### src/rtl/wds_pkg.sv
`default_nettype none

package wds_pkg;

    localparam int DATA_W    = 16;
    localparam int COUNT_W   = 5;
    localparam int MODE_W    = 2;
    localparam int REQ_W     = 2;
    localparam int WIDX_W    = 4;
    localparam int CFG_IDX_W = 2;

    localparam logic [REQ_W-1:0] REQ_DISPATCH = 2'd0;
    localparam logic [REQ_W-1:0] REQ_DONE     = 2'd1;
    localparam logic [REQ_W-1:0] REQ_FLUSH    = 2'd2;

    localparam logic [MODE_W-1:0] MODE_RR      = 2'd0;
    localparam logic [MODE_W-1:0] MODE_RAND    = 2'd1;
    localparam logic [MODE_W-1:0] MODE_LEAST   = 2'd2;
    localparam logic [MODE_W-1:0] MODE_SAMPLED = 2'd3;

    localparam logic [CFG_IDX_W-1:0] CFG_MODE  = 2'd0;
    localparam logic [CFG_IDX_W-1:0] CFG_COUNT = 2'd1;
    localparam logic [CFG_IDX_W-1:0] CFG_SEED  = 2'd2;

    localparam logic [DATA_W-1:0]  LFSR_MASK   = 16'hB400;
    localparam logic [DATA_W-1:0]  SEED_RESET  = 16'h0001;
    localparam logic [COUNT_W-1:0] COUNT_RESET = 5'd16;
    localparam logic [COUNT_W-1:0] SAMPLE_MIN  = 5'd2;

    typedef struct packed {
        logic [REQ_W-1:0]  req_type;
        logic [WIDX_W-1:0] worker_index;
        logic [DATA_W-1:0] task_tag;
    } wds_in_t;

    typedef struct packed {
        logic              dispatched;
        logic [WIDX_W-1:0] chosen_worker;
        logic [DATA_W-1:0] task_tag_out;
        logic              queue_full;
    } wds_out_t;

    // Source of the occupancy read address.
    typedef enum logic [2:0] {
        RS_WIDX = 3'd0,
        RS_ZERO = 3'd1,
        RS_SCAN = 3'd2,
        RS_BEST = 3'd3,
        RS_REM  = 3'd4,
        RS_SAMP = 3'd5
    } rd_src_t;

    // Operand selection for the modulo unit.
    typedef enum logic [1:0] {
        MS_RR   = 2'd0,
        MS_RAND = 2'd1,
        MS_SAMP = 2'd2
    } mod_src_t;

    typedef struct packed {
        logic     load_req;
        logic     flush;
        logic     rd_en;
        rd_src_t  rd_sel;
        logic     best_init;
        logic     cmp;
        logic     cnt_inc;
        logic     mod_start;
        mod_src_t mod_src;
        logic     ptr_load;
        logic     dec_wr;
        logic     inc_wr;
        logic     out_load;
    } wds_cmd_t;

    typedef struct packed {
        logic [REQ_W-1:0]  req_type;
        logic [MODE_W-1:0] mode;
        logic              widx_ok;
        logic              n_one;
        logic              scan_last;
        logic              smp_done;
        logic              best_zero;
        logic              mod_done;
        logic              out_free;
    } wds_stat_t;

    function automatic logic [DATA_W-1:0] lfsr_step(input logic [DATA_W-1:0] s);
        logic [DATA_W-1:0] shifted;
        shifted = s >> 1;
        if (s[0])
        begin
            shifted = shifted ^ LFSR_MASK;
        end
        return shifted;
    endfunction

    // Division by three through a reciprocal; exact for every 5-bit value.
    function automatic logic [COUNT_W-1:0] div3(input logic [COUNT_W-1:0] n);
        logic [9:0] prod;
        prod = 10'(n) * 10'd11;
        return prod[9:5];
    endfunction

endpackage

`default_nettype wire

### src/rtl/wds_ram.sv
`default_nettype none

module wds_ram #(
    parameter int WIDTH = 8,
    parameter int DEPTH = 16
) (
    input  wire logic                     clk,
    input  wire logic                     we,
    input  wire logic [$clog2(DEPTH)-1:0] waddr,
    input  wire logic [WIDTH-1:0]         wdata,
    input  wire logic                     re,
    input  wire logic [$clog2(DEPTH)-1:0] raddr,
    output      logic [WIDTH-1:0]         rdata
);

    logic [WIDTH-1:0] mem_reg [DEPTH];
    logic [WIDTH-1:0] rdata_reg;

    always_ff @(posedge clk)
    begin
        if (we)
        begin
            mem_reg[waddr] <= wdata;
        end
        if (re)
        begin
            rdata_reg <= mem_reg[raddr];
        end
    end

    assign rdata = rdata_reg;

endmodule

`default_nettype wire

### src/rtl/wds_mod.sv
`default_nettype none

module wds_mod (
    input  wire logic                          clk,
    input  wire logic                          rst_n,
    input  wire logic                          start,
    input  wire logic [wds_pkg::DATA_W-1:0]    dividend,
    input  wire logic [wds_pkg::COUNT_W-1:0]   divisor,
    output      logic                          done,
    output      logic [wds_pkg::COUNT_W-1:0]   rem
);

    import wds_pkg::*;

    localparam int STEP_W = $clog2(DATA_W + 1);

    logic [DATA_W-1:0]  quo_reg, quo_next;
    logic [COUNT_W-1:0] rem_reg, rem_next;
    logic [COUNT_W-1:0] div_reg, div_next;
    logic [STEP_W-1:0]  step_reg, step_next;
    logic               busy_reg, busy_next;
    logic               done_reg, done_next;
    logic [COUNT_W:0]   trial;

    // One quotient bit per cycle, restoring form; only the remainder is kept.
    always_comb
    begin
        quo_next  = quo_reg;
        rem_next  = rem_reg;
        div_next  = div_reg;
        step_next = step_reg;
        busy_next = busy_reg;
        done_next = 1'b0;
        trial     = {rem_reg, quo_reg[DATA_W-1]};
        if (start)
        begin
            quo_next  = dividend;
            rem_next  = '0;
            div_next  = divisor;
            step_next = STEP_W'(DATA_W);
            busy_next = 1'b1;
        end
        else if (busy_reg)
        begin
            quo_next = quo_reg << 1;
            if (trial >= {1'b0, div_reg})
            begin
                trial = trial - {1'b0, div_reg};
            end
            rem_next  = trial[COUNT_W-1:0];
            step_next = step_reg - STEP_W'(1);
            if (step_reg == STEP_W'(1))
            begin
                busy_next = 1'b0;
                done_next = 1'b1;
            end
        end
    end

    always_ff @(posedge clk or negedge rst_n)
    begin
        if (!rst_n)
        begin
            step_reg <= '0;
            busy_reg <= 1'b0;
            done_reg <= 1'b0;
        end
        else
        begin
            step_reg <= step_next;
            busy_reg <= busy_next;
            done_reg <= done_next;
        end
    end

    always_ff @(posedge clk)
    begin
        quo_reg <= quo_next;
        rem_reg <= rem_next;
        div_reg <= div_next;
    end

    assign done = done_reg;
    assign rem  = rem_reg;

endmodule

`default_nettype wire

### src/rtl/wds_dp.sv
`default_nettype none

module wds_dp #(
    parameter int NUM_WORKERS   = 16,
    parameter int OCCUPANCY_MAX = 255
) (
    input  wire logic                            clk,
    input  wire logic                            rst_n,
    input  wire wds_pkg::wds_in_t                in_data,
    output      wds_pkg::wds_out_t               out_data,
    output      logic                            out_valid,
    input  wire logic                            out_stall,
    input  wire logic                            cfg_valid,
    output      logic                            cfg_ready,
    input  wire logic [wds_pkg::CFG_IDX_W-1:0]   cfg_index,
    input  wire logic [wds_pkg::DATA_W-1:0]      cfg_data,
    input  wire wds_pkg::wds_cmd_t               cmd,
    output      wds_pkg::wds_stat_t              stat
);

    import wds_pkg::*;

    localparam int IDX_W = $clog2(NUM_WORKERS);
    localparam int OCC_W = $clog2(OCCUPANCY_MAX + 1);
    localparam int CNT_W = $clog2(NUM_WORKERS + 1);
    localparam logic [OCC_W-1:0] OCC_MAX = OCC_W'(OCCUPANCY_MAX);

    // Configuration and generator state.
    logic [MODE_W-1:0]  mode_reg, mode_next;
    logic [COUNT_W-1:0] count_reg, count_next;
    logic [DATA_W-1:0]  lfsr_reg, lfsr_next;
    logic [DATA_W-1:0]  lfsr_draw;
    logic               draw;

    // Working state for one transaction.
    wds_in_t            req_reg, req_next;
    logic [CNT_W-1:0]   cnt_reg, cnt_next;
    logic [IDX_W-1:0]   addr_reg, addr_next;
    logic [IDX_W-1:0]   best_reg, best_next;
    logic [OCC_W-1:0]   best_val_reg, best_val_next;
    logic [IDX_W-1:0]   ptr_reg, ptr_next;
    logic               full_reg, full_next;
    logic [NUM_WORKERS-1:0] vld_reg, vld_next;
    logic               vld_q_reg, vld_q_next;
    logic               out_valid_reg, out_valid_next;
    wds_out_t           out_data_reg, out_data_next;

    logic [COUNT_W-1:0] n_eff;
    logic [COUNT_W-1:0] n_div3;
    logic [COUNT_W-1:0] samples;
    logic [IDX_W-1:0]   rd_addr;
    logic [OCC_W-1:0]   ram_q;
    logic [OCC_W-1:0]   occ_q;
    logic               we;
    logic [OCC_W-1:0]   wdata;
    logic [DATA_W-1:0]  mod_dividend;
    logic [COUNT_W-1:0] mod_divisor;
    logic               mod_done;
    logic [COUNT_W-1:0] mod_rem;
    logic [31:0]        chosen_ext;

    assign cfg_ready = 1'b1;

    // Workers in use: zero counts as one, anything above the built count saturates.
    always_comb
    begin
        if (count_reg == '0)
        begin
            n_eff = COUNT_W'(1);
        end
        else if (32'(count_reg) > NUM_WORKERS)
        begin
            n_eff = COUNT_W'(NUM_WORKERS);
        end
        else
        begin
            n_eff = count_reg;
        end
        n_div3  = div3(n_eff);
        samples = (n_div3 < SAMPLE_MIN) ? SAMPLE_MIN : n_div3;
    end

    assign lfsr_draw = lfsr_step(lfsr_reg);
    assign draw      = cmd.mod_start && (cmd.mod_src != MS_RR);

    always_comb
    begin
        mode_next  = mode_reg;
        count_next = count_reg;
        lfsr_next  = lfsr_reg;
        if (draw)
        begin
            lfsr_next = lfsr_draw;
        end
        if (cfg_valid)
        begin
            case (cfg_index)
                CFG_MODE:
                begin
                    mode_next = cfg_data[MODE_W-1:0];
                end
                CFG_COUNT:
                begin
                    count_next = cfg_data[COUNT_W-1:0];
                end
                CFG_SEED:
                begin
                    // An all-zero generator would never move, so zero loads one.
                    lfsr_next = (cfg_data == '0) ? SEED_RESET : cfg_data;
                end
                default:
                begin
                end
            endcase
        end
    end

    // Read address selection.
    always_comb
    begin
        case (cmd.rd_sel)
            RS_WIDX: rd_addr = IDX_W'(req_reg.worker_index);
            RS_ZERO: rd_addr = '0;
            RS_SCAN: rd_addr = cnt_reg[IDX_W-1:0];
            RS_BEST: rd_addr = best_reg;
            RS_REM:  rd_addr = IDX_W'(mod_rem);
            RS_SAMP: rd_addr = IDX_W'(32'(mod_rem) + 32'd1);
            default: rd_addr = '0;
        endcase
    end

    wds_ram #(
        .WIDTH (OCC_W),
        .DEPTH (NUM_WORKERS)
    ) u_occ_ram (
        .clk   (clk),
        .we    (we),
        .waddr (addr_reg),
        .wdata (wdata),
        .re    (cmd.rd_en),
        .raddr (rd_addr),
        .rdata (ram_q)
    );

    // An entry not written since reset or the last flush reads as empty.
    assign occ_q = vld_q_reg ? ram_q : '0;

    always_comb
    begin
        we    = 1'b0;
        wdata = occ_q + OCC_W'(1);
        if (cmd.dec_wr && (occ_q != '0))
        begin
            we    = 1'b1;
            wdata = occ_q - OCC_W'(1);
        end
        else if (cmd.inc_wr && (occ_q < OCC_MAX))
        begin
            we = 1'b1;
        end
    end

    always_comb
    begin
        case (cmd.mod_src)
            MS_RR:
            begin
                mod_dividend = DATA_W'(ptr_reg) + DATA_W'(1);
                mod_divisor  = n_eff;
            end
            MS_SAMP:
            begin
                mod_dividend = lfsr_draw;
                mod_divisor  = n_eff - COUNT_W'(1);
            end
            default:
            begin
                mod_dividend = lfsr_draw;
                mod_divisor  = n_eff;
            end
        endcase
    end

    wds_mod u_mod (
        .clk      (clk),
        .rst_n    (rst_n),
        .start    (cmd.mod_start),
        .dividend (mod_dividend),
        .divisor  (mod_divisor),
        .done     (mod_done),
        .rem      (mod_rem)
    );

    always_comb
    begin
        req_next       = req_reg;
        cnt_next       = cnt_reg;
        addr_next      = addr_reg;
        best_next      = best_reg;
        best_val_next  = best_val_reg;
        ptr_next       = ptr_reg;
        full_next      = full_reg;
        vld_next       = vld_reg;
        vld_q_next     = vld_q_reg;
        out_valid_next = out_valid_reg;
        out_data_next  = out_data_reg;

        if (cmd.load_req)
        begin
            req_next  = in_data;
            cnt_next  = '0;
            full_next = 1'b0;
        end
        if (cmd.cnt_inc)
        begin
            cnt_next = cnt_reg + CNT_W'(1);
        end
        if (cmd.rd_en)
        begin
            addr_next  = rd_addr;
            vld_q_next = vld_reg[rd_addr];
        end
        if (cmd.best_init)
        begin
            best_next     = '0;
            best_val_next = '1;
        end
        else if (cmd.cmp && (occ_q < best_val_reg))
        begin
            best_next     = addr_reg;
            best_val_next = occ_q;
        end
        if (cmd.ptr_load)
        begin
            ptr_next = IDX_W'(mod_rem);
        end
        if (cmd.inc_wr && (occ_q >= OCC_MAX))
        begin
            full_next = 1'b1;
        end
        if (cmd.flush)
        begin
            vld_next = '0;
        end
        else if (we)
        begin
            vld_next[addr_reg] = 1'b1;
        end

        if (out_valid_reg && !out_stall)
        begin
            out_valid_next = 1'b0;
        end
        if (cmd.out_load)
        begin
            out_valid_next = 1'b1;
            out_data_next  = '0;
            if (req_reg.req_type == REQ_DISPATCH)
            begin
                out_data_next.dispatched    = 1'b1;
                out_data_next.chosen_worker = chosen_ext[WIDX_W-1:0];
                out_data_next.task_tag_out  = req_reg.task_tag;
                out_data_next.queue_full    = full_reg;
            end
        end
    end

    assign chosen_ext = 32'(addr_reg);

    always_ff @(posedge clk or negedge rst_n)
    begin
        if (!rst_n)
        begin
            mode_reg      <= MODE_RR;
            count_reg     <= COUNT_RESET;
            lfsr_reg      <= SEED_RESET;
            ptr_reg       <= '0;
            vld_reg       <= '0;
            vld_q_reg     <= 1'b0;
            out_valid_reg <= 1'b0;
        end
        else
        begin
            mode_reg      <= mode_next;
            count_reg     <= count_next;
            lfsr_reg      <= lfsr_next;
            ptr_reg       <= ptr_next;
            vld_reg       <= vld_next;
            vld_q_reg     <= vld_q_next;
            out_valid_reg <= out_valid_next;
        end
    end

    always_ff @(posedge clk)
    begin
        req_reg      <= req_next;
        cnt_reg      <= cnt_next;
        addr_reg     <= addr_next;
        best_reg     <= best_next;
        best_val_reg <= best_val_next;
        full_reg     <= full_next;
        out_data_reg <= out_data_next;
    end

    assign out_valid = out_valid_reg;
    assign out_data  = out_data_reg;

    always_comb
    begin
        stat.req_type  = req_reg.req_type;
        stat.mode      = mode_reg;
        stat.widx_ok   = (32'(req_reg.worker_index) < NUM_WORKERS);
        stat.n_one     = (n_eff == COUNT_W'(1));
        stat.scan_last = (32'(cnt_reg) == 32'(n_eff));
        stat.smp_done  = (32'(cnt_reg) == 32'(samples));
        stat.best_zero = (best_val_reg == '0);
        stat.mod_done  = mod_done;
        stat.out_free  = !out_valid_reg || !out_stall;
    end

`ifndef SYNTHESIS
    a_rd_in_range: assert property (@(posedge clk) disable iff (!rst_n)
        cmd.rd_en |-> (32'(rd_addr) < NUM_WORKERS))
        else $error("occupancy read beyond the built workers");

    a_wr_marks_valid: assert property (@(posedge clk) disable iff (!rst_n)
        we |=> vld_reg[$past(addr_reg)])
        else $error("written occupancy entry not marked valid");

    a_chosen_in_use: assert property (@(posedge clk) disable iff (!rst_n)
        (cmd.out_load && (req_reg.req_type == REQ_DISPATCH))
            |-> (32'(addr_reg) < 32'(n_eff)))
        else $error("dispatch chose a worker outside those in use");
`endif

endmodule

`default_nettype wire

### src/rtl/wds_ctrl.sv
`default_nettype none

module wds_ctrl (
    input  wire logic                clk,
    input  wire logic                rst_n,
    input  wire logic                in_valid,
    output      logic                in_stall,
    input  wire wds_pkg::wds_stat_t  stat,
    output      wds_pkg::wds_cmd_t   cmd
);

    import wds_pkg::*;

    typedef enum logic [9:0] {
        ST_IDLE     = 10'b0000000001,
        ST_SEL      = 10'b0000000010,
        ST_LL_SCAN  = 10'b0000000100,
        ST_SMP_CMP  = 10'b0000001000,
        ST_SMP_CHK  = 10'b0000010000,
        ST_MOD_WAIT = 10'b0000100000,
        ST_RD_BEST  = 10'b0001000000,
        ST_DEC_WR   = 10'b0010000000,
        ST_UPD      = 10'b0100000000,
        ST_OUT      = 10'b1000000000
    } state_t;

    state_t state_reg, state_next;

    assign in_stall = (state_reg != ST_IDLE);

    always_comb
    begin
        state_next = state_reg;
        cmd        = '0;
        cmd.rd_sel  = RS_ZERO;
        cmd.mod_src = MS_RR;
        case (state_reg)
            ST_IDLE:
            begin
                if (in_valid)
                begin
                    cmd.load_req = 1'b1;
                    state_next   = ST_SEL;
                end
            end
            ST_SEL:
            begin
                case (stat.req_type)
                    REQ_DISPATCH:
                    begin
                        case (stat.mode)
                            MODE_RR:
                            begin
                                cmd.mod_start = 1'b1;
                                cmd.mod_src   = MS_RR;
                                state_next    = ST_MOD_WAIT;
                            end
                            MODE_RAND:
                            begin
                                cmd.mod_start = 1'b1;
                                cmd.mod_src   = MS_RAND;
                                state_next    = ST_MOD_WAIT;
                            end
                            MODE_LEAST:
                            begin
                                cmd.best_init = 1'b1;
                                cmd.rd_en     = 1'b1;
                                cmd.rd_sel    = RS_SCAN;
                                cmd.cnt_inc   = 1'b1;
                                state_next    = ST_LL_SCAN;
                            end
                            default:
                            begin
                                // Sampled mode starts from worker 0; a single worker
                                // is chosen outright without a draw.
                                cmd.rd_en  = 1'b1;
                                cmd.rd_sel = RS_ZERO;
                                if (stat.n_one)
                                begin
                                    state_next = ST_UPD;
                                end
                                else
                                begin
                                    cmd.best_init = 1'b1;
                                    state_next    = ST_SMP_CMP;
                                end
                            end
                        endcase
                    end
                    REQ_DONE:
                    begin
                        if (stat.widx_ok)
                        begin
                            cmd.rd_en  = 1'b1;
                            cmd.rd_sel = RS_WIDX;
                            state_next = ST_DEC_WR;
                        end
                        else
                        begin
                            state_next = ST_OUT;
                        end
                    end
                    REQ_FLUSH:
                    begin
                        cmd.flush  = 1'b1;
                        state_next = ST_OUT;
                    end
                    default:
                    begin
                        state_next = ST_OUT;
                    end
                endcase
            end
            ST_LL_SCAN:
            begin
                // Compare the entry read last cycle while the next one is read.
                cmd.cmp = 1'b1;
                if (stat.scan_last)
                begin
                    state_next = ST_RD_BEST;
                end
                else
                begin
                    cmd.rd_en   = 1'b1;
                    cmd.rd_sel  = RS_SCAN;
                    cmd.cnt_inc = 1'b1;
                end
            end
            ST_SMP_CMP:
            begin
                cmd.cmp    = 1'b1;
                state_next = ST_SMP_CHK;
            end
            ST_SMP_CHK:
            begin
                if (stat.best_zero || stat.smp_done)
                begin
                    state_next = ST_RD_BEST;
                end
                else
                begin
                    cmd.mod_start = 1'b1;
                    cmd.mod_src   = MS_SAMP;
                    cmd.cnt_inc   = 1'b1;
                    state_next    = ST_MOD_WAIT;
                end
            end
            ST_MOD_WAIT:
            begin
                if (stat.mod_done)
                begin
                    cmd.rd_en = 1'b1;
                    case (stat.mode)
                        MODE_RR:
                        begin
                            cmd.ptr_load = 1'b1;
                            cmd.rd_sel   = RS_REM;
                            state_next   = ST_UPD;
                        end
                        MODE_SAMPLED:
                        begin
                            cmd.rd_sel = RS_SAMP;
                            state_next = ST_SMP_CMP;
                        end
                        default:
                        begin
                            cmd.rd_sel = RS_REM;
                            state_next = ST_UPD;
                        end
                    endcase
                end
            end
            ST_RD_BEST:
            begin
                cmd.rd_en  = 1'b1;
                cmd.rd_sel = RS_BEST;
                state_next = ST_UPD;
            end
            ST_DEC_WR:
            begin
                cmd.dec_wr = 1'b1;
                state_next = ST_OUT;
            end
            ST_UPD:
            begin
                cmd.inc_wr = 1'b1;
                state_next = ST_OUT;
            end
            ST_OUT:
            begin
                if (stat.out_free)
                begin
                    cmd.out_load = 1'b1;
                    state_next   = ST_IDLE;
                end
            end
            default:
            begin
                state_next = ST_IDLE;
            end
        endcase
    end

    always_ff @(posedge clk or negedge rst_n)
    begin
        if (!rst_n)
        begin
            state_reg <= ST_IDLE;
        end
        else
        begin
            state_reg <= state_next;
        end
    end

`ifndef SYNTHESIS
    a_accept_starts: assert property (@(posedge clk) disable iff (!rst_n)
        (in_valid && !in_stall) |=> (state_reg == ST_SEL))
        else $error("accepted transaction did not start decoding");

    a_result_has_room: assert property (@(posedge clk) disable iff (!rst_n)
        cmd.out_load |-> stat.out_free)
        else $error("result loaded over one still waiting");

    a_mod_then_wait: assert property (@(posedge clk) disable iff (!rst_n)
        cmd.mod_start |=> (state_reg == ST_MOD_WAIT))
        else $error("modulo started without waiting for it");
`endif

endmodule

`default_nettype wire

### src/rtl/worker_dispatch_selector.sv
// Task dispatcher keeping an occupancy count per worker in a small RAM. One
// transaction is in flight at a time; the result sits in an output register,
// so the next transaction is taken while it waits. Every item gives exactly
// one result. A dispatch in round-robin or random mode is paced by the
// 16-step one-bit-per-cycle modulo unit. Least-loaded mode scans the n
// workers in use, as the scan reads one counter per cycle from the
// occupancy RAM. Sampled mode draws at most max(2, n/3) samples, each
// sample bounded by the modulo unit. Configuration writes are taken at once.
`default_nettype none

module worker_dispatch_selector #(
    parameter int NUM_WORKERS   = 16,
    parameter int OCCUPANCY_MAX = 255
) (
    input  wire logic                            clk,
    input  wire logic                            rst_n,
    input  wire logic                            in_valid,
    output      logic                            in_stall,
    input  wire wds_pkg::wds_in_t                in_data,
    output      logic                            out_valid,
    input  wire logic                            out_stall,
    output      wds_pkg::wds_out_t               out_data,
    input  wire logic                            cfg_valid,
    output      logic                            cfg_ready,
    input  wire logic [wds_pkg::CFG_IDX_W-1:0]   cfg_index,
    input  wire logic [wds_pkg::DATA_W-1:0]      cfg_data
);

    import wds_pkg::*;

    wds_cmd_t  cmd;
    wds_stat_t stat;

    wds_ctrl u_ctrl (
        .clk      (clk),
        .rst_n    (rst_n),
        .in_valid (in_valid),
        .in_stall (in_stall),
        .stat     (stat),
        .cmd      (cmd)
    );

    wds_dp #(
        .NUM_WORKERS   (NUM_WORKERS),
        .OCCUPANCY_MAX (OCCUPANCY_MAX)
    ) u_dp (
        .clk       (clk),
        .rst_n     (rst_n),
        .in_data   (in_data),
        .out_data  (out_data),
        .out_valid (out_valid),
        .out_stall (out_stall),
        .cfg_valid (cfg_valid),
        .cfg_ready (cfg_ready),
        .cfg_index (cfg_index),
        .cfg_data  (cfg_data),
        .cmd       (cmd),
        .stat      (stat)
    );

endmodule

`default_nettype wire
### config.mk
export PLATFORM = sky130hd
export DESIGN_NAME = worker_dispatch_selector
export DESIGN_NICKNAME = d
export VERILOG_FILES = /design/src/rtl/wds_pkg.sv /design/src/rtl/wds_ram.sv /design/src/rtl/wds_mod.sv /design/src/rtl/wds_dp.sv /design/src/rtl/wds_ctrl.sv /design/src/rtl/worker_dispatch_selector.sv
export SDC_FILE = /design/constraint.sdc
export NUM_CORES = 1
export LEC_CHECK = 0
export BUFFER_PORTS_ARGS = -buffer_cell sky130_fd_sc_hd__buf_4
export CAP_MARGIN = 0
export CELL_PAD_IN_SITES_DETAIL_PLACEMENT = 2
export CELL_PAD_IN_SITES_GLOBAL_PLACEMENT = 2
export CORE_MARGIN = 2
export CORE_UTILIZATION = 30
export DETAILED_ROUTE_END_ITERATION = 8
export PLACE_DENSITY_LB_ADDON = 0.12
export SLEW_MARGIN = 5
export SYNTH_ARGS = -nofsm -noshare
export SYNTH_HDL_FRONTEND = slang
export SYNTH_HIERARCHICAL = 1
export SYNTH_SLANG_ARGS = --single-unit
export TNS_END_PERCENT = 50
### constraint.sdc
create_clock -name clk -period 5.5 [get_ports clk]
set_input_delay 0.55 -clock clk [delete_from_list [all_inputs] [get_ports clk]]
set_output_delay 0.55 -clock clk [all_outputs]
set_load 0.02 [all_outputs]
* Word level (Yosys, flattened, before mapping)
Memories as Yosys holds them, arrays and structs flattened. A register that Yosys moved wholly into a read port is not among the register bits.
Cells that the tools add are included.
** Cells by class
- $mul :: 1
- Multiplexer cells :: 77
- Bitwise logic cells :: 2
- Add/subtract/negate cells :: 8
- $lt $le $gt $ge :: 9
- Eq/ne operators :: 31
- Reduce and logical (&&, ||, !) cells :: 31
** Operator list (number)
- 2-to-1 mux 16 bit :: 10
- one-hot mux 10 bit (9 select lines) :: 1
- 2-to-1 mux 10 bit :: 4
- 2-to-1 mux 5 bit :: 8
- 2-to-1 mux 1 bit :: 32
- 2-to-1 mux 22 bit :: 1
- 2-to-1 mux 4 bit :: 5
- one-hot mux 10 bit (2 select lines) :: 1
- one-hot mux 4 bit (5 select lines) :: 1
- 2-to-1 mux 9 bit :: 2
- one-hot mux 9 bit (2 select lines) :: 1
- zero test 16 bit :: 1
- 2-to-1 mux 8 bit :: 2
- OR 16 bit :: 1
- one-hot mux 4 bit (4 select lines) :: 1
- one-hot mux 3 bit (2 select lines) :: 2
- == test 10 x 1 -> 1 bit, second input constant :: 1
- == test 10 bit, second input constant :: 1
- == test 10 x 2 -> 1 bit, second input constant :: 1
- == test 10 x 3 -> 1 bit, second input constant :: 1
- == test 10 x 4 -> 1 bit, second input constant :: 1
- == test 10 x 5 -> 1 bit, second input constant :: 1
- == test 10 x 6 -> 1 bit, second input constant :: 1
- == test 10 x 7 -> 1 bit, second input constant :: 1
- other kinds (46) :: 78
** Word-level totals
- Word-level logic and storage cells :: 186
- Register bits after elaboration :: 154
- RAM bits :: 128
- Bits of input ports :: 45
- Output and inout bits :: 25
- Memories kept :: 1
** Memory list
- u_dp.u_occ_ram.mem_reg :: depth 16, width 8, rd ports 1, clocked after memory_dff 1, write ports 1, line wds_ram.sv:16 : logic [WIDTH-1:0] mem_reg [DEPTH];

* Logic depth before layout (Yosys ltp)
Gate-level depths: netlist of run 1.
- Word-level depth :: 15
- Mapped depth :: 20
- Mapped depth without buffers :: 19

* By module
The synthesis of run 1 kept the hierarchy.
** Modules (own cells, without submodules)
- wds_dp :: area each 6019.5 µm², times used 1, sequential area each 2980.4 µm², cells an instance 569
- wds_ram :: area each 5227.5 µm², times used 1, sequential area each 4083.9 µm², cells an instance 229
- wds_mod :: area each 1599.0 µm², times used 1, sequential area each 905.9 µm², cells an instance 119
- wds_ctrl :: area each 873.3 µm², times used 1, sequential area each 251.5 µm², cells an instance 103

* Worst setup path before layout of run 1
No wires, ideal clock.
- Path type :: reg-to-reg
- Start point :: reg u_dp.count_reg[4]
- End point :: reg u_dp.u_mod.quo_reg[2], data pin
- Required time :: 5.240 ns
- Stages on the path, launching flop included :: 20
- Library setup time :: 0.260 ns
- Arrival time :: 4.321 ns
- Setup slack :: 0.919 ns
- Period minus slack after synthesis :: 4.581 ns
- Buffers on the path :: 2
- Path through :: dfstp_2 > clkbuf_1 > nand2b_1 > inv_1 > ha_1 > fa_1 > ha_1 > a21oi_1 > o21ai_0 > a21o_1 > a21boi_0 > o22ai_1 > a21oi_1 > nor2_1 > nand4_1 > inv_1 > nor2_1 > clkbuf_1 > a21oi_1 > mux2_2
** RTL lines
- start: declaration :: line wds_dp.sv:30 : logic [COUNT_W-1:0] count_reg, count_next;
- start signal: assignment :: line wds_dp.sv:285 : count_reg <= count_next;
- end signal: assignment :: line wds_mod.sv:78 : quo_reg <= quo_next;
- end: declaration :: line wds_mod.sv:17 : logic [DATA_W-1:0] quo_reg, quo_next;

==> results of run 1 <==
## worst paths after layout
kind	cells after the start	to	start
min in group clk	1	u_dp/req_reg[8]$_DFFE_PP_	in_data[8]
min reg2reg	2	u_dp/best_reg[1]$_SDFFE_PP0P_	u_dp/best_reg[1]$_SDFFE_PP0P_
max in group asynchronous	1	u_dp/vld_reg[12]$_DFFE_PN0P_	rst_n
max	16	u_dp/u_mod/quo_reg[5]$_DFFE_PP_	u_dp/count_reg[4]$_DFFE_PN1P_
min	1	u_ctrl/state_reg[3]$_DFFE_PN0P_	rst_n
max reg2reg	16	u_dp/u_mod/quo_reg[5]$_DFFE_PP_	u_dp/count_reg[4]$_DFFE_PN1P_
## where the power goes
part	leakage (nW)	switching [mW]	total (mW)	internal (mW)
clock	0.525	0.924	2.23	1.30
combinational	2.65	0.808	1.41	0.602
sequential	2.78	0.227	2.94	2.71
## layer usage
| metal | track usage | share of wire | routed length, um |
|---|---|---|---|
| met3 | 0.02259 | 0.030 | 1069 |
| met4 | 0.05215 | 0.023 | 822 |
| met5 | 0 | 0 | 0 |
| met2 | 0.2676 | 0.49 | 17530 |
| met1 | 0.2029 | 0.45 | 16210 |
## logic make-up after synthesis
kind of cell,after synthesis,share of synthesized area
buf+inv,96,0.03356
compound gates,141,0.07105
xor+xnor,32,0.02043
flops,290,0.5993
other cells,2,0.0005474
mux,105,0.1127
fa+ha+maj,40,0.03812
simple gates,314,0.1243
## synthesized netlist by cell type, drive strengths merged, types with 25 or more instances
cell / number / area (um2)
nand2: 64 / 242.7
mux2i: 42 / 420.4
inv: 48 / 180.2
o21ai: 31 / 158.9
mux4: 32 / 773.2
dfrtp: 59 / 1476
nor2: 86 / 322.8
ha: 37 / 462.9
a21oi: 39 / 210.2
mux2: 31 / 352.8
buf: 25 / 173.9
and2: 35 / 219.0
edfxtp: 210 / 6306
## area by class of cell
cell class	instances	area (um2)	share of cell area
tap	600	750.7	0.04669
multi-input combinational	635	5101	0.3173
clock inverter	14	153.9	0.009571
timing repair buffer	94	730.7	0.04544
sequential	290	8222	0.5113
clock buffer	47	940.9	0.05852
inverter	48	180.2	0.01121
## through the flow
step | std cells | utilization | setup slack (ps) | hold WS (ps) | power [mW]
global route | 1728 | 0.3551 | 122.2 | 155.1 | 6.971
global placement | 1667 | 0.3307 | 465.8 | 467.3 | 4.389
floorplan | 1021 | - | 918.9 | 254.4 | 3.918
CTS | 1728 | 0.3549 | 320.8 | 145.4 | 6.712
finish | 1728 | 0.3551 | 511.3 | 149.4 | 6.577
detailed placement | 1667 | 0.3307 | 290.2 | 480.4 | 4.427
## timing repair
item                                    CTS  global route
gates resized for setup                   0             1
endpoints found under the setup margin    0            14
setup buffers                             0             0
## worst max-delay path, stage by stage (launching register included)
cell      delay, ps
dfstp_2         670
nand2b_1        260
inv_1           120
ha_1            310
fa_1            430
ha_1            390
nand2_1          90
o21ai_0         450
a21o_1          240
a21boi_0         90
o22ai_1         150
a21oi_1          90
nor2_1          140
nand4_1         180
o21ai_2         320
buf_4           430
mux2_2          400
==> impl_metrics.py, run 1 <==
metrics = {
    "run_status": {
        "run_status": "completed",
    },
    "pwr": {
        "max-vdd-ir-drop_v": 0.0002444,
        "p_per_area_nw_per_um2": 409.0,
        "leakagePower_nw": 5.953,
    },
    "clock_network": {
        "cts_tree": "built",
        "cts_sinks": 290,
        "cts_inserted_buffers": 35,
        "hold_buffers": 0,
        "clkTransAtPathRegs_ps": 60,
        "cts_buffer_depth": 3,
        "clkLatencyLatePin_ps": 560,
        "cts_root_buffer": "clkbuf_16",
        "htree_levels": 2,
    },
    "cells_and_area": {
        "layout.nets": 1189,
        "drive_gt1_frac": 0.2012,
        "fillers": 4695,
        "fin_area_um2": 16080,
        "antenna_cells": 0,
        "final_cell_mix": "edfxtp_1, buf_4, nor2_1, nand2_1, dfrtp_1",
        "largest_reg_flops": 128,
        "final_common_cell": "edfxtp_1",
        "syn2layout_area_growth_pct": 17.20,
    },
    "die": {
        "die_area_um2": 47460,
        "dieHeight_um": 217.9,
        "core_um2": 45280,
        "dieWidth_um": 217.9,
        "io_pins": 70,
        "num_rows": 78,
        "initial_utilization": 0.3030,
    },
    "global_route": {
        "grt_overflow": 0,
        "grt_pass1_wl_um": 56550,
        "track_usage": 0.1563,
        "antenna_found_initial": 0,
        "grt_max_degree": 63,
        "grt_pass1_vias": 9302,
    },
    "route": {
        "drcViolationCount": 0,
        "drt_wl_total_um": 35630,
        "postRouteAntennaNets": 0,
        "vias": 8386,
        "viasPerCell": 4.853,
        "wire_per_inst_um": 20.62,
        "first_iter_violations": 411,
        "firstDrtPassIters": 4,
    },
    "critical_path": {
        "worstPathRequired_ps": 5790,
        "arrival_ps": 5280,
        "path_max_fanout": 25,
        "r2r_slack_ps": 510,
        "worstSetupEndpointType": "register",
        "cp-start-kind": "register",
        "timing_worst_setup_path_type": "reg -> reg",
    },
    "timing": {
        "worstMarginPinSlew_ps": 1164,
        "finalCriticalPeriod_ps": 4989,
        "setup_violations": 0,
        "fmax_mhz": 200.5,
        "rsz0062_at_grt": "no",
        "hold_viol": 0,
        "skew_ps": 23.03,
        "slew_headroom": 0.2208,
        "slew_violations": 0,
        "period_share": 0.9070,
        "tns_ps": 0,
    },
    "yosys": {
        "ys_ff_latch": 290,
        "synth.avg_cell_area_um2": 13.45,
        "ys_warn_count": 6,
        "ys.flop_type": "edfxtp_1",
        "synth_edf_count": 210,
        "yosysSeqAreaShare": 0.5993,
        "synthArstFlopShare": 0.2138,
        "synth_cell_types": 92,
        "syn_inst": 1020,
        "syn_area_um2": 13720,
    },
    "place": {
        "dpl_cell_area_um2": 14980,
        "gp_congestion": 0.7464,
        "io_buffers": 68,
        "dp_hpwl_um": 24460,
    },
    "min_path": {
        "hp-class": "in -> async",
    },
    "run": {
        "maxCapViolCount": 0,
    },
}
Power figures use the tool's default switching activity.
==> inputs of run 2 (changes only) <==
--- a/config.mk
+++ b/config.mk
@@ -10,9 +10,10 @@
 export CELL_PAD_IN_SITES_DETAIL_PLACEMENT = 2
 export CELL_PAD_IN_SITES_GLOBAL_PLACEMENT = 2
 export CORE_MARGIN = 2
-export CORE_UTILIZATION = 30
+export CORE_UTILIZATION = 40
 export DETAILED_ROUTE_END_ITERATION = 8
 export PLACE_DENSITY_LB_ADDON = 0.12
+export SKIP_LAST_GASP = 1
 export SLEW_MARGIN = 5
 export SYNTH_ARGS = -nofsm -noshare
 export SYNTH_HDL_FRONTEND = slang
==> impl_metrics.py, run 2 (same netlist as run 1, synthesis figures left out) <==
metrics = {
    "run_status": {
        "run_status": "completed",
    },
    "pwr": {
        "leakagePower_nw": 5.917,
        "max-vdd-ir-drop_v": 0.0002472,
        "p_per_area_nw_per_um2": 411.1,
    },
    "route": {
        "wire_per_inst_um": 22.45,
        "postRouteAntennaNets": 0,
        "vias": 8502,
        "first_iter_violations": 322,
        "viasPerCell": 5.395,
        "drcViolationCount": 0,
        "drt_wl_total_um": 35390,
        "firstDrtPassIters": 6,
    },
    "place": {
        "dp_hpwl_um": 24630,
        "dp.cells": 1515,
        "gp_congestion": 0.7593,
        "io_buffers": 68,
    },
    "clock_network": {
        "cts_tree": "built",
        "post-cts-setup-buffer-count": 0,
        "cts_sinks": 290,
        "cts_buffer_depth": 3,
        "hold_buffers": 0,
        "cts_inserted_buffers": 34,
        "cts_root_buffer": "clkbuf_16",
        "clkLatencyLatePin_ps": 520,
        "ctsResizeCount": 0,
        "htree_levels": 2,
        "clkTransAtPathRegs_ps": 60,
    },
    "timing": {
        "rsz0062_at_grt": "no",
        "skew_ps": 29.68,
        "worstMarginPinSlew_ps": 1144,
        "tns_ps": 0,
        "period_share": 0.9006,
        "setup_violations": 0,
        "hold_viol": 0,
        "finalCriticalPeriod_ps": 4953,
        "slew_violations": 0,
        "hold_ws_ps": 153.5,
        "slew_headroom": 0.2343,
        "fmax_mhz": 201.9,
    },
    "cells_and_area": {
        "layout.nets": 1188,
        "drive_gt1_frac": 0.2030,
        "final_common_cell": "edfxtp_1",
        "fin_util": 0.4708,
        "largest_reg_flops": 128,
        "syn2layout_area_growth_pct": 15.36,
        "final_cells": 1576,
        "antenna_cells": 0,
        "final_cell_mix": "edfxtp_1, buf_4, nor2_1, nand2_1, dfrtp_1",
        "fillers": 3271,
    },
    "critical_path": {
        "cp_slowest_stage_delay_ps": 660,
        "cp-start-kind": "register",
        "worstSetupEndpointType": "register",
        "cp_cell_sequence": "nand2b_1, inv_1, ha_1, fa_1, ha_1, nand2_1, o21ai_0, a21o_1, a21boi_0, o22ai_1, a21oi_1, nor2_1, nand4_1, inv_1, nor2_1, buf_4, nor2_1, a21oi_1, mux2_2",
        "worstPathRequired_ps": 5760,
        "path_max_fanout": 17,
        "timing_worst_setup_path_type": "reg -> reg",
        "ff2ff_path_depth": 19,
        "critPathSlowestCell": "dfstp_2",
        "crit_path_frequent_cell": "nor2_1",
        "arrival_ps": 5210,
    },
    "die": {
        "dieHeight_um": 189.2,
        "core_um2": 33620,
        "dieWidth_um": 189.2,
        "die_area_um2": 35800,
        "num_rows": 67,
        "initial_utilization": 0.4081,
        "io_pins": 70,
    },
    "global_route": {
        "grt_max_degree": 63,
        "antenna_found_initial": 1,
        "grt_pass1_vias": 9267,
        "grt_overflow": 0,
        "track_usage": 0.2011,
        "grt_pass1_wl_um": 55340,
    },
    "run": {
        "maxCapViolCount": 0,
    },
    "min_path": {
        "hp-class": "in -> async",
    },
}
## run 2: stage by stage
stage,instance area [um2],setup slack (ps),power (mW)
after floorplan,13720,918.9,3.918
after global placement,14770,564.7,4.337
after detailed placement,14770,272.2,4.415
after CTS,15820,270.4,6.603
after global routing,15830,141.5,6.848
final,15830,546.6,6.507
## run 2: report_power, final
part	leakage, nW	internal, mW	switching, mW
Sequential	2.78	2.71	0.239
Combinational	2.63	0.601	0.807
Clock	0.510	1.25	0.902
Total	5.92	4.56	1.95
## run 2: path summary, 6_finish.rpt
check	from	endpoint	slack (ps)
max reg2reg	u_dp/count_reg[4]$_DFFE_PN1P_	u_dp/u_mod/quo_reg[2]$_DFFE_PP_	550
min in group clk	in_data[14]	u_dp/req_reg[14]$_DFFE_PP_	210
min reg2reg	u_dp/best_reg[1]$_SDFFE_PP0P_	u_dp/best_reg[1]$_SDFFE_PP0P_	480
min	rst_n	u_dp/count_reg[1]$_DFFE_PN0P_	150
max in group asynchronous	rst_n	u_ctrl/state_reg[6]$_DFFE_PN0P_	4720
max	u_dp/count_reg[4]$_DFFE_PN1P_	u_dp/u_mod/quo_reg[2]$_DFFE_PP_	550
## run 2: final cells by class
class,count,area [um2],share of cell area
clock inverters,18,165.2,0.01044
repair buffers,94,730.7,0.04617
multi-input cells,635,5084,0.3212
well taps,448,560.5,0.03542
clock buffers,43,884.6,0.05589
inverters,48,180.2,0.01138
flip-flops and latches,290,8222,0.5195
## run 2: worst max-delay path, delay by kind of cell, from the launching register on
family | cells | cell delay, ps
fa+ha+maj | 3 | 1140
compound gates | 6 | 1080
buf+inv | 3 | 620
simple gates | 6 | 940
flops | 1 | 660
mux | 1 | 260
## run 2: metal layers
metal	GRT usage	up-vias	routed length, um
met4	0.04597	0	626
met3	0.02576	48	1087
met5	0	-	0
li1	-	3937	-
met2	0.3535	119	17950
met1	0.2653	4398	15720
==> inputs of run 3 (changes only) <==
--- a/config.mk
+++ b/config.mk
@@ -17,6 +17,5 @@
 export SLEW_MARGIN = 5
 export SYNTH_ARGS = -nofsm -noshare
 export SYNTH_HDL_FRONTEND = slang
-export SYNTH_HIERARCHICAL = 1
 export SYNTH_SLANG_ARGS = --single-unit
 export TNS_END_PERCENT = 50
==> impl_metrics.py, run 3 <==
metrics = {
    "die": {
        "initial_utilization": 0.4063,
        "core_um2": 33530,
        "die_area_um2": 35560,
        "dieWidth_um": 188.6,
        "io_pins": 70,
        "num_rows": 67,
        "dieHeight_um": 188.6,
    },
    "place": {
        "dp_hpwl_um": 26060,
        "gp_congestion": 0.7560,
        "dpl_cell_area_um2": 14670,
        "place_ws_ps": 325.4,
        "io_buffers": 68,
    },
    "clock_network": {
        "clkLatencyLatePin_ps": 530,
        "cts_inserted_buffers": 35,
        "hold_buffers": 0,
        "post-cts-setup-buffer-count": 0,
        "cts_root_buffer": "clkbuf_16",
        "cts_tree": "built",
        "cts_sinks": 290,
        "cts_buffer_depth": 3,
        "htree_levels": 2,
        "clkTransAtPathRegs_ps": 50,
    },
    "yosys": {
        "yosysSeqAreaShare": 0.6034,
        "ys.flop_type": "edfxtp_1",
        "synthArstFlopShare": 0.2138,
        "syn_area_um2": 13630,
        "post-synth-top-area-cell": "edfxtp_1",
        "post-synth-top-count-cell": "edfxtp_1",
        "synth_cell_types": 75,
        "synth_edf_count": 210,
        "ys_ff_latch": 290,
        "syn_inst": 1067,
        "synth.avg_cell_area_um2": 12.77,
        "synthTopCellsByArea": "edfxtp_1, dfrtp_1, mux2i_1",
        "synth_nets": 1154,
        "ys_warn_count": 0,
        "synth_commonest_cells": "edfxtp_1, mux2i_1, nor2_1",
        "synth_top_area_frac": 0.4628,
    },
    "critical_path": {
        "worstPathRequired_ps": 5870,
        "cp_cell_sequence": "nor4_1, or2_2, ha_1, ha_1, ha_1, a31o_2, a21oi_1, o21bai_1, and3_1, a211oi_1, o311ai_1, a31oi_1, a21o_1, buf_4, mux2i_1, a21oi_1",
        "timing_worst_setup_path_type": "reg -> reg",
        "arrival_ps": 5420,
        "path_buf_inv": 1,
        "r2r_slack_ps": 450,
        "critPathSlowestCell": "dfstp_2",
        "crit_path_frequent_cell": "ha_1",
        "path_delay_family": "compound AO/OA/AOI/OAI gates",
        "cp-start-kind": "register",
        "worstSetupEndpointType": "register",
        "path_max_fanout": 23,
        "cp_slowest_stage_delay_ps": 670,
    },
    "route": {
        "drt_wl_total_um": 37710,
        "first_iter_violations": 490,
        "drcViolationCount": 0,
        "postRouteAntennaNets": 0,
        "firstDrtPassIters": 4,
        "viasPerCell": 5.476,
        "vias": 8910,
        "wire_per_inst_um": 23.18,
    },
    "timing": {
        "tns_ps": 0,
        "rsz0062_at_grt": "no",
        "hold_viol": 0,
        "skew_ps": 32.48,
        "hold_ws_ps": 137.9,
        "fmax_mhz": 198.2,
        "slew_headroom": 0.2249,
        "worstMarginPinSlew_ps": 1158,
        "fin_ws_ps": 454.6,
        "setup_violations": 0,
        "finalCriticalPeriod_ps": 5045,
        "slew_violations": 0,
        "period_share": 0.9173,
    },
    "run": {
        "maxCapViolCount": 0,
    },
    "global_route": {
        "grt_max_degree": 63,
        "grt_pass1_vias": 9897,
        "grt_overflow": 0,
        "antenna_found_initial": 0,
        "track_usage": 0.2173,
        "grt_pass1_wl_um": 59310,
    },
    "run_status": {
        "run_status": "completed",
    },
    "cells_and_area": {
        "layout.nets": 1239,
        "final_common_cell": "edfxtp_1",
        "final_cell_mix": "edfxtp_1, mux2i_1, buf_4, nor2_1, nand2_1",
        "syn2layout_area_growth_pct": 16.36,
        "drive_gt1_frac": 0.1662,
        "largest_reg_flops": 128,
        "fin_area_um2": 15860,
        "antenna_cells": 0,
    },
    "pwr": {
        "leakagePower_nw": 6.162,
        "p_per_area_nw_per_um2": 439.6,
        "power.total_mw": 6.970,
        "max-vdd-ir-drop_v": 0.0002023,
    },
    "min_path": {
        "hp-class": "in -> async",
    },
}
run 3: path summary, 6_finish.rpt:
kind | start | cells after the start | end
worst max register to register | u_dp.count_reg[4]$_DFFE_PN1P_ | 16 | u_dp.lfsr_reg[2]$_DFF_PN0_
worst min-delay path | rst_n | 1 | u_dp.count_reg[3]$_DFFE_PN0P_
min in group clk | in_data[6] | 1 | u_dp.req_reg[6]$_DFFE_PP_
worst max-delay path | u_dp.count_reg[4]$_DFFE_PN1P_ | 16 | u_dp.lfsr_reg[2]$_DFF_PN0_
max in group asynchronous | rst_n | 1 | u_ctrl.state_reg[7]$_DFFE_PN0P_
worst min register to register | u_dp.full_reg$_SDFFE_PP1P_ | 1 | u_dp.full_reg$_SDFFE_PP1P_
run 3: through the flow:
step                      std cells    util
final                          1627  0.4728
after global placement         1563  0.4375
after global routing           1627  0.4728
after CTS                      1627  0.4728
after detailed placement       1563  0.4375
after floorplan                1067       -
run 3: cells by family after synthesis:
kind of cell | after synthesis | share of synthesized area
XOR/XNOR | 31 | 0.01993
buffers and inverters | 87 | 0.02966
other | 2 | 0.0005512
flip-flops | 290 | 0.6034
AO/OA/AOI/OAI | 155 | 0.08053
AND/OR/NAND/NOR | 313 | 0.1162
adder cells (fa/ha/maj) | 42 | 0.04022
multiplexers | 147 | 0.1095
run 3: repair_timing:
item	CTS	global route
setup endpoints to repair	0	8
gates resized for setup	0	1
hold endpoints to repair	0	0
run 3: where the power goes:
part           internal [mW]  switching (mW)  leakage [nW]  total (mW)
combinational          0.644           0.939          2.90        1.58
sequential              2.72           0.294          2.68        3.02
clock                   1.44           0.927         0.588        2.37
total                   4.81            2.16          6.16        6.97
run 3: layout make-up:
cell class	instances	area, um2
clock buffer	50	1025
timing repair buffer	97	740.7
fill	3334	17680
inverter	38	142.6
clock inverter	14	158.9
multi-input combinational	690	5006
sequential	290	8222
tap	448	560.5
run 3: per-layer routing:
metal	wire [um]	global-route usage	vias to the layer above	part of all wire
met2	19460	0.3833	148	0.52
met5	0	0	-	0
met3	1094	0.02757	54	0.029
met1	16270	0.2799	4616	0.43
li1	-	-	4092	-
met4	881	0.06370	0	0.023
